===== src/rtl/zzsd_pkg.sv =====
// Shared constants and types for the zigzag swing detector.
`timescale 1ns / 1ps
package zzsd_pkg;

  localparam int INDEX_BITS_DEF = 24;
  localparam int PRICE_BITS_DEF = 32;

  // deviation register: unsigned Q16 fraction of price
  localparam int DEV_BITS = 20;
  localparam int FRAC_BITS = 16;
  localparam logic [DEV_BITS-1:0] DEV_RESET = 20'd3277;

  // result queue between the update stage and the output channel
  localparam int RES_FIFO_DEPTH = 4;

  // write strobes into the result queue; push_b only together with push_a
  typedef struct packed {
    logic push_a;
    logic push_b;
  } zzsd_fifo_wr_t;

endpackage


===== src/rtl/zzsd_res_fifo.sv =====
// Small result queue: up to two writes and one read per cycle.
`timescale 1ns / 1ps
module zzsd_res_fifo #(
  parameter int WIDTH = 58,
  parameter int DEPTH = zzsd_pkg::RES_FIFO_DEPTH
) (
  input  logic                   clk,
  input  logic                   rst_n,
  input  zzsd_pkg::zzsd_fifo_wr_t wr,
  input  logic [WIDTH-1:0]       wr_data_a,
  input  logic [WIDTH-1:0]       wr_data_b,
  output logic                   room_two,
  output logic                   rd_valid,
  input  logic                   rd_ready,
  output logic [WIDTH-1:0]       rd_data
);
  import zzsd_pkg::*;

  localparam int PTR_BITS = (DEPTH > 1) ? $clog2(DEPTH) : 1;
  localparam int CNT_BITS = $clog2(DEPTH + 1);

  logic [WIDTH-1:0]    mem_r [DEPTH];
  logic [PTR_BITS-1:0] wr_ptr_r;
  logic [PTR_BITS-1:0] rd_ptr_r;
  logic [CNT_BITS-1:0] count_r;
  logic [CNT_BITS-1:0] count_nxt;
  logic [CNT_BITS-1:0] n_wr;
  logic                pop;

  assign rd_valid = (count_r != '0);
  assign rd_data  = mem_r[rd_ptr_r];
  assign pop      = rd_valid && rd_ready;
  assign room_two = (count_r <= CNT_BITS'(DEPTH - 2));
  assign n_wr     = CNT_BITS'(wr.push_a) + CNT_BITS'(wr.push_b);
  assign count_nxt = count_r + n_wr - CNT_BITS'(pop);

  always_ff @(posedge clk) begin
    if (!rst_n) begin
      wr_ptr_r <= '0;
      rd_ptr_r <= '0;
      count_r  <= '0;
    end else begin
      wr_ptr_r <= wr_ptr_r + PTR_BITS'(n_wr);
      if (pop) begin
        rd_ptr_r <= rd_ptr_r + PTR_BITS'(1);
      end
      count_r <= count_nxt;
    end
  end

  always_ff @(posedge clk) begin
    if (wr.push_a) begin
      mem_r[wr_ptr_r] <= wr_data_a;
    end
    if (wr.push_b) begin
      mem_r[wr_ptr_r + PTR_BITS'(1)] <= wr_data_b;
    end
  end

  a_wr_fits: assert property (@(posedge clk) disable iff (!rst_n)
    (wr.push_a || wr.push_b) |-> (count_r + n_wr <= CNT_BITS'(DEPTH)))
    else $error("result queue overrun");

  a_b_needs_a: assert property (@(posedge clk) disable iff (!rst_n)
    wr.push_b |-> wr.push_a)
    else $error("second write without first");

endmodule


===== config.mk =====
export PLATFORM = sky130hd
export DESIGN_NAME = zzsd_res_fifo
export DESIGN_NICKNAME = d
export VERILOG_FILES = /design/src/rtl/zzsd_pkg.sv /design/src/rtl/zzsd_res_fifo.sv
export SDC_FILE = /design/constraint.sdc
export NUM_CORES = 1
export LEC_CHECK = 0
export BUFFER_PORTS_ARGS = -buffer_cell sky130_fd_sc_hd__buf_4
export CORE_UTILIZATION = 45
export DETAILED_ROUTE_END_ITERATION = 10
export GPL_TIMING_DRIVEN = 1
export PLACE_DENSITY = 0.77
export SETUP_SLACK_MARGIN = 0.2
export SLEW_MARGIN = 20
export SYNTH_ARGS = -nofsm -noshare
export SYNTH_HDL_FRONTEND = slang
export SYNTH_SLANG_ARGS = --single-unit
export TNS_END_PERCENT = 10

===== constraint.sdc =====
create_clock -name clk -period 5.9 [get_ports clk]
set_clock_uncertainty 0.1 [all_clocks]
set_input_delay 1.18 -clock clk [delete_from_list [all_inputs] [get_ports clk]]
set_output_delay 1.18 -clock clk [all_outputs]
set_load 0.05 [all_outputs]

==> key figures, run 1 <==
Run status
  – Status: completed

Clock tree
  – Max clock buf depth: 3
  – Num CTS Buffers: 25
  – CTS clk-pin slew, worst paths: 0.06 ns
  – Skew-Pair Late Insertion Delay: 0.51 ns
  – CTS tree: done
  – Post-CTS setup buffers: 0
  – Num Clock Sinks: 241
  – Clock root buffer: clkbuf_16
  – CTS resizes: 0
  – Hold-fix buffer count after cts: 0
  – H-Tree Depth: 1

Routing
  – Detail Route Antenna Nets: 0
  – Routed wire length: 25.2 mm
  – DR DRC count: 0
  – 1st-iter DRT viols: 518
  – Drt first pass iters: 4
  – Wirelength per Cell: 22.2 um
  – Vias per cell: 5.55
  – Vias: 6302

Setup path
  – Crit path kind: reg -> out
  – CP peak stage delay: 0.97 ns
  – Crit path cell chain: buf_4 -> mux4_2 -> buf_4
  – CP top delay family: flip-flops
  – Most used cell, CP: buf_4
  – Reg2reg start: wr_ptr_r[1]
  – Crit path DAT: 2.72 ns
  – Startpoint Class: register
  – Worst EP required: 4.62 ns
  – Crit-path slowest cell: dfxtp_4
  – Crit path capture type: output port
  – Worst path buffer plus inverter count: 2
  – Crit-path max FO: 44

Placed design
  – Placed insts: 1090
  – HPWL after DPL: 15.1 mm
  – Port Buffer Count: 180
  – Post-place setup slack: 2.07 ns
  – Gpl congestion: 0.738
  – Post-Place Cell Area: 13300 um2

Power and ir drop
  – Pwr Density: 399 nW/um2
  – Lkg Pwr: 4.98 nW
  – Int Pwr: 0.00375 W
  – NetSw: 0.00185 W
  – Logic pwr share: 32.2%
  – Switching Share: 33.1%
  – Clock power share: 26.4%
  – Peak supply drop: 219 uV
  – Seq pwr share: 41.4%

Synthesis
  – Cells after Synth: 608
  – Cell Area, Synth: 11600 um2
  – Most frequent cell after synthesis: edfxtp_1
  – Commonest cells in the netlist: 232 x edfxtp_1, 203 x mux2_2, 58 x mux4_2
  – Dominant cell type by area after synthesis: edfxtp_1
  – Seq cells post-synth: 241
  – Seq/Total Area, Yosys: 61.7%
  – Post-synth EDFFs: 232
  – Main synth FF type: edfxtp_1
  – Synth cell types: 27
  – Synth top area share: 60.1%
  – Synth async-reset ratio: 0%
  – Yosys warns: 0
  – Syn_area_per_cell: 19.0 um2
  – Syn Nets: 735
  – Top post-synthesis cells by area: edfxtp_1 60%, mux2_2 20%, mux4_2 11%, mux2_1 2.8%, dfxtp_1 1.6%

Hold path
  – Hold Crit Start: rd_ptr_r[1]
  – HP Class: reg -> reg

Timing
  – Setup TNS: 0 ns
  – Worst-Margin Slew: 1.05 ns
  – Achievable clock frequency: 250 MHz
  – Slew margin rel.: 30.1%
  – Final hold slack: 0.373 ns
  – Final hold violations: 0
  – Minimum clock period: 4.00 ns
  – Slack of the critical path: 1.90 ns
  – Setup violations, final: 0
  – Max-slew violation count: 0
  – Fin crit share: 67.9%
  – RSZ-0062 raised after global routing: no

Floorplan
  – Die span in x: 162 um
  – Vert. Die Dim: 162 um
  – FP Rows: 58
  – Io pins: 181
  – Starting Density: 46.0%
  – Core Footprint: 25200 um2
  – Die ar.: 26400 um2

Global route
  – Vias in the first global route: 6590
  – GRT Residual Overflow: 0
  – Antenna violations before repair: 0
  – Largest net degree at the start of global routing: 60
  – First-pass GRT wire length: 38.7 mm
  – GRT Overall Usage: 19.4%

Cells and area
  – Layout cells sized above 1: 61.2%
  – Nets@finish: 914
  – Fin cells: 1135
  – Ant diodes: 0
  – Final instance area: 14000 um2
  – P&R area growth vs syn: 21.3%

Run
  – Max Cap Viol: 0
cell type report:
type,count,area (um2)
fill,1959,11100
timing repair buffer,189,1420
sequential,241,7150
inverter,6,22.5
clock inverter,10,76.3
clock buffer,35,683
tap,330,413
multi-input combinational,324,4280
tightest hold or removal path, stage by stage, from the launching register on:
cell     delay, ns
dfxtp_1       0.31
nand2_1       0.05
mux2i_1       0.07
cells in the final DEF (no fill, tap or decap), types with 2 or more instances in the layout:
cell type  instances
mux4_2            58
mux2_1            29
clkinv_1           2
ha_1               5
dfxtp_1            7
buf_4            189
clkbuf_1           8
mux2_2           203
nor2b_1            2
inv_1              6
clkbuf_16         25
clkinv_2           6
nor2_4             2
edfxtp_1         232
nand2b_1           3
clkbuf_8           2
and2_1             3
nand3b_1           2
o21ai_4            2
xnor3_1            2
mux2i_1            4
nand2_1            2
power by group through the flow:
| stage | logic, W | registers (W) | clock network, W |
|---|---|---|---|
| finish | 0.00180 | 0.00232 | 0.00148 |
| global route | 0.00189 | 0.00236 | 0.00157 |
| CTS | 0.00182 | 0.00233 | 0.00151 |
| detailed placement | 0.00182 | 0.00237 | 0 |
| global placement | 0.00181 | 0.00236 | 0 |
| floorplan | 0.00137 | 0.00227 | 0 |
final timing paths:
path	slack, ns	cells past startpoint	endpoint
worst max-delay path	1.90	3	rd_data[51]
worst min-delay path	0.37	2	register
worst max register to register	2.68	3	mem_r[0][19]
worst min register to register	0.37	2	register
per-layer routing:
layer  vias to the layer above  track usage [%]  share of wire (%)
met5                         -                0                  0
met4                         0             3.86                1.3
met3                        26             3.64                7.9
met2                       212             31.8                 48
met1                      3207             27.2                 42
li1                       2857                -                  -
metrics by stage:
step	power, W	utilization (%)
3_5_place_dp	0.00418	52.8
3_3_place_gp	0.00416	52.8
2_1_floorplan	0.00363	-
6_report	0.00560	55.8
4_1_cts	0.00566	55.8
5_1_grt	0.00582	55.8
state kept, by name, summed over array words and instances (netlist names), named ones only:
| signal | flops |
|---|---|
| count_r | 3 |
| mem_r | 232 |
| rd_ptr_r | 2 |
| wr_ptr_r | 2 |
cells by family (layout without fill, tap and decap cells):
group | count (synthesis) | in the layout | synth area share [%]
mux | 294 | 294 | 34.2
flops | 241 | 241 | 61.7
simple gates | 17 | 17 | 0.897
buf+inv | 43 | 240 | 1.84
compound gates | 5 | 5 | 0.281
fa+ha+maj | 6 | 6 | 0.713
xor+xnor | 2 | 2 | 0.389
Power figures use the tool's default switching activity.
==> run 2: changes to the inputs <==
ABC_AREA = 1   (was unset)
PLACE_DENSITY = 0.75   (was 0.77)
clock period = 4 ns   (was 5.9 ns; I/O delays follow)
==> run 2 against run 1 <==
Net effect:
- critical path depth increased by 2
- sequential share of layout area grew 0.32 points
- hold slack better by 0.020 ns
- clock power up 55%
- core utilization down 0.35 points
- synthesized cell count is 98% higher
- final cell count increased by 49%
- highest routed layer unchanged
- sequential cell count unchanged
- sequential power up 41%
==> key figures, run 2 <==
Placed design
  – Placed insts: 1644
  – Post-place setup slack: 1.15 ns
  – Port Buffer Count: 180
  – Gpl congestion: 0.748
  – HPWL after DPL: 17.3 mm

Routing
  – 1st-iter DRT viols: 893
  – DR DRC count: 0
  – Drt first pass iters: 5
  – Routed wire length: 29.0 mm
  – Vias: 9190
  – Detail Route Antenna Nets: 0
  – Wirelength per Cell: 17.1 um
  – Vias per cell: 5.43

Power and ir drop
  – Clock power share: 27.1%
  – Lkg Pwr: 5.72 nW
  – NetSw: 0.00319 W
  – Logic pwr share: 34.4%
  – Switching Share: 37.7%
  – Seq pwr share: 38.6%
  – Peak supply drop: 422 uV
  – Pwr Density: 607 nW/um2
  – Int Pwr: 0.00528 W
  – Overall power after layout: 0.00848 W

Setup path
  – Crit path kind: reg -> out
  – Crit-path slowest cell: dfxtp_4
  – Startpoint Class: register
  – Crit path DAT: 2.50 ns
  – Crit path capture type: output port
  – Reg2reg start: wr_ptr_r[0]
  – CP peak stage delay: 0.56 ns
  – Crit path cell chain: clkinv_2 -> buf_12 -> o21ai_0 -> o22ai_1 -> buf_4
  – Crit-path max FO: 88
  – Worst EP required: 3.10 ns

Clock tree
  – Num CTS Buffers: 26
  – Num Clock Sinks: 241
  – Clock root buffer: clkbuf_16
  – Max clock buf depth: 3
  – H-Tree Depth: 1
  – CTS resizes: 0
  – Post-CTS setup buffers: 0
  – Hold-fix buffer count after cts: 0
  – CTS tree: done
  – Skew-Pair Late Insertion Delay: 0.53 ns
  – CTS clk-pin slew, worst paths: 0.06 ns

Run
  – Max Cap Viol: 0

Floorplan
  – FP Rows: 58
  – Core Footprint: 25200 um2
  – Starting Density: 46.0%
  – Die span in x: 162 um
  – Vert. Die Dim: 162 um
  – Io pins: 181
  – Die ar.: 26400 um2

Synthesis
  – Seq/Total Area, Yosys: 61.7%
  – Cell Area, Synth: 11600 um2
  – Synth cell types: 22
  – Most frequent cell after synthesis: o21ai_0
  – Main synth FF type: edfxtp_1
  – Cells after Synth: 1202
  – Synth async-reset ratio: 0%
  – Top post-synthesis cells by area: edfxtp_1 60%, o21ai_0 14%, nand2_1 8.0%, nor2_1 4.0%, o22ai_1 3.1%
  – Yosys warns: 0
  – Seq cells post-synth: 241
  – Syn Nets: 1329
  – Syn_area_per_cell: 9.63 um2
  – Post-synth EDFFs: 232
  – Dominant cell type by area after synthesis: edfxtp_1
  – Commonest cells in the netlist: 314 x o21ai_0, 248 x nand2_1, 232 x edfxtp_1
  – Synth top area share: 60.2%

Cells and area
  – P&R area growth vs syn: 20.5%
  – Nets@finish: 1469
  – Final core occ: 55.4%
  – Largest register FFs: 232
  – Largest Register: mem_r
  – Commonest cells after routing, fill and taps aside: 314 x o21ai_0, 247 x nand2_1, 232 x edfxtp_1
  – Layout cells sized above 1: 18.1%
  – Largest regs: mem_r: 232 flops, count_r: 3 flops
  – Fin cells: 1694
  – Most common library cell in the layout ignoring fill and taps: o21ai_0

Timing
  – Minimum clock period: 3.40 ns
  – Final hold violations: 0
  – RSZ-0062 raised after global routing: no
  – Achievable clock frequency: 294 MHz
  – Slew margin rel.: 27.3%
  – Max-slew violation count: 0
  – Worst-Margin Slew: 1.09 ns
  – Fin crit share: 85.0%
  – Setup TNS: 0 ns
  – Setup violations, final: 0
  – Slack of the critical path: 0.599 ns

Global route
  – GRT Residual Overflow: 0
  – GRT Overall Usage: 21.9%
  – First-pass GRT wire length: 44.9 mm
  – Largest net degree at the start of global routing: 89
  – Antenna violations before repair: 2
  – Vias in the first global route: 8712

Hold path
  – Hold Crit Start: rd_ptr_r[0]
  – HP Class: reg -> reg

Run status
  – Status: completed
-- run 2: path summary, 6_finish.rpt --
check                      end  slack [ns]  cells after the start
setup / recovery   rd_data[48]        0.60                      5
hold / removal     rd_ptr_r[0]        0.39                      2
setup reg to reg  mem_r[1][20]        1.42                      3
hold reg to reg    rd_ptr_r[0]        0.39                      2
-- run 2: power by group through the flow --
| stage | Sequential (W) | Clock (W) | Combinational, W |
|---|---|---|---|
| 4_1_cts | 0.00327 | 0.00231 | 0.00292 |
| 5_1_grt | 0.00330 | 0.00241 | 0.00312 |
| 3_5_place_dp | 0.00332 | 0 | 0.00292 |
| 2_1_floorplan | 0.00328 | 0 | 0.00203 |
| 6_report | 0.00327 | 0.00229 | 0.00291 |
| 3_3_place_gp | 0.00331 | 0 | 0.00287 |
-- run 2: area by class of cell --
cell class | count | area, um2
Antenna cell | 2 | 5.00
Clock buffer | 31 | 669
Clock inverter | 17 | 149
Fill cell | 2150 | 11200
Inverter | 77 | 290
Multi-Input combinational cell | 799 | 3760
Sequential cell | 241 | 7150
Tap cell | 330 | 413
Timing Repair Buffer | 197 | 1520
-- run 2: cell families after synthesis --
logic type	Yosys count	synth area share, %
compound gates	415	18.6
buf+inv	162	6.45
flops	241	61.7
simple gates	378	12.5
fa+ha+maj	6	0.713
-- run 2: metrics by stage --
stage / hold slack, ns / cell area (um2)
global route: 0.423 / 14000
CTS: 0.395 / 14000
finish: 0.393 / 14000
global placement: 0.362 / 13100
detailed placement: 0.382 / 13100
floorplan: 0.348 / 11600
-- run 2: worst max-delay path, delay by kind of cell (launching register included) --
family / cells / cell delay, ns
AO/OA/AOI/OAI: 2 / 0.36
flip-flops: 1 / 0.56
buffers and inverters: 3 / 1.00
-- run 2: layer usage --
layer  global-route usage [%]  vias to the layer above  routed length [um]
li1                         -                     4480                   -
met2                     37.9                      366               14300
met4                     8.96                        0                 844
met5                        0                        -                   0
met1                     27.3                     4280               11700
met3                     3.44                       64                2090
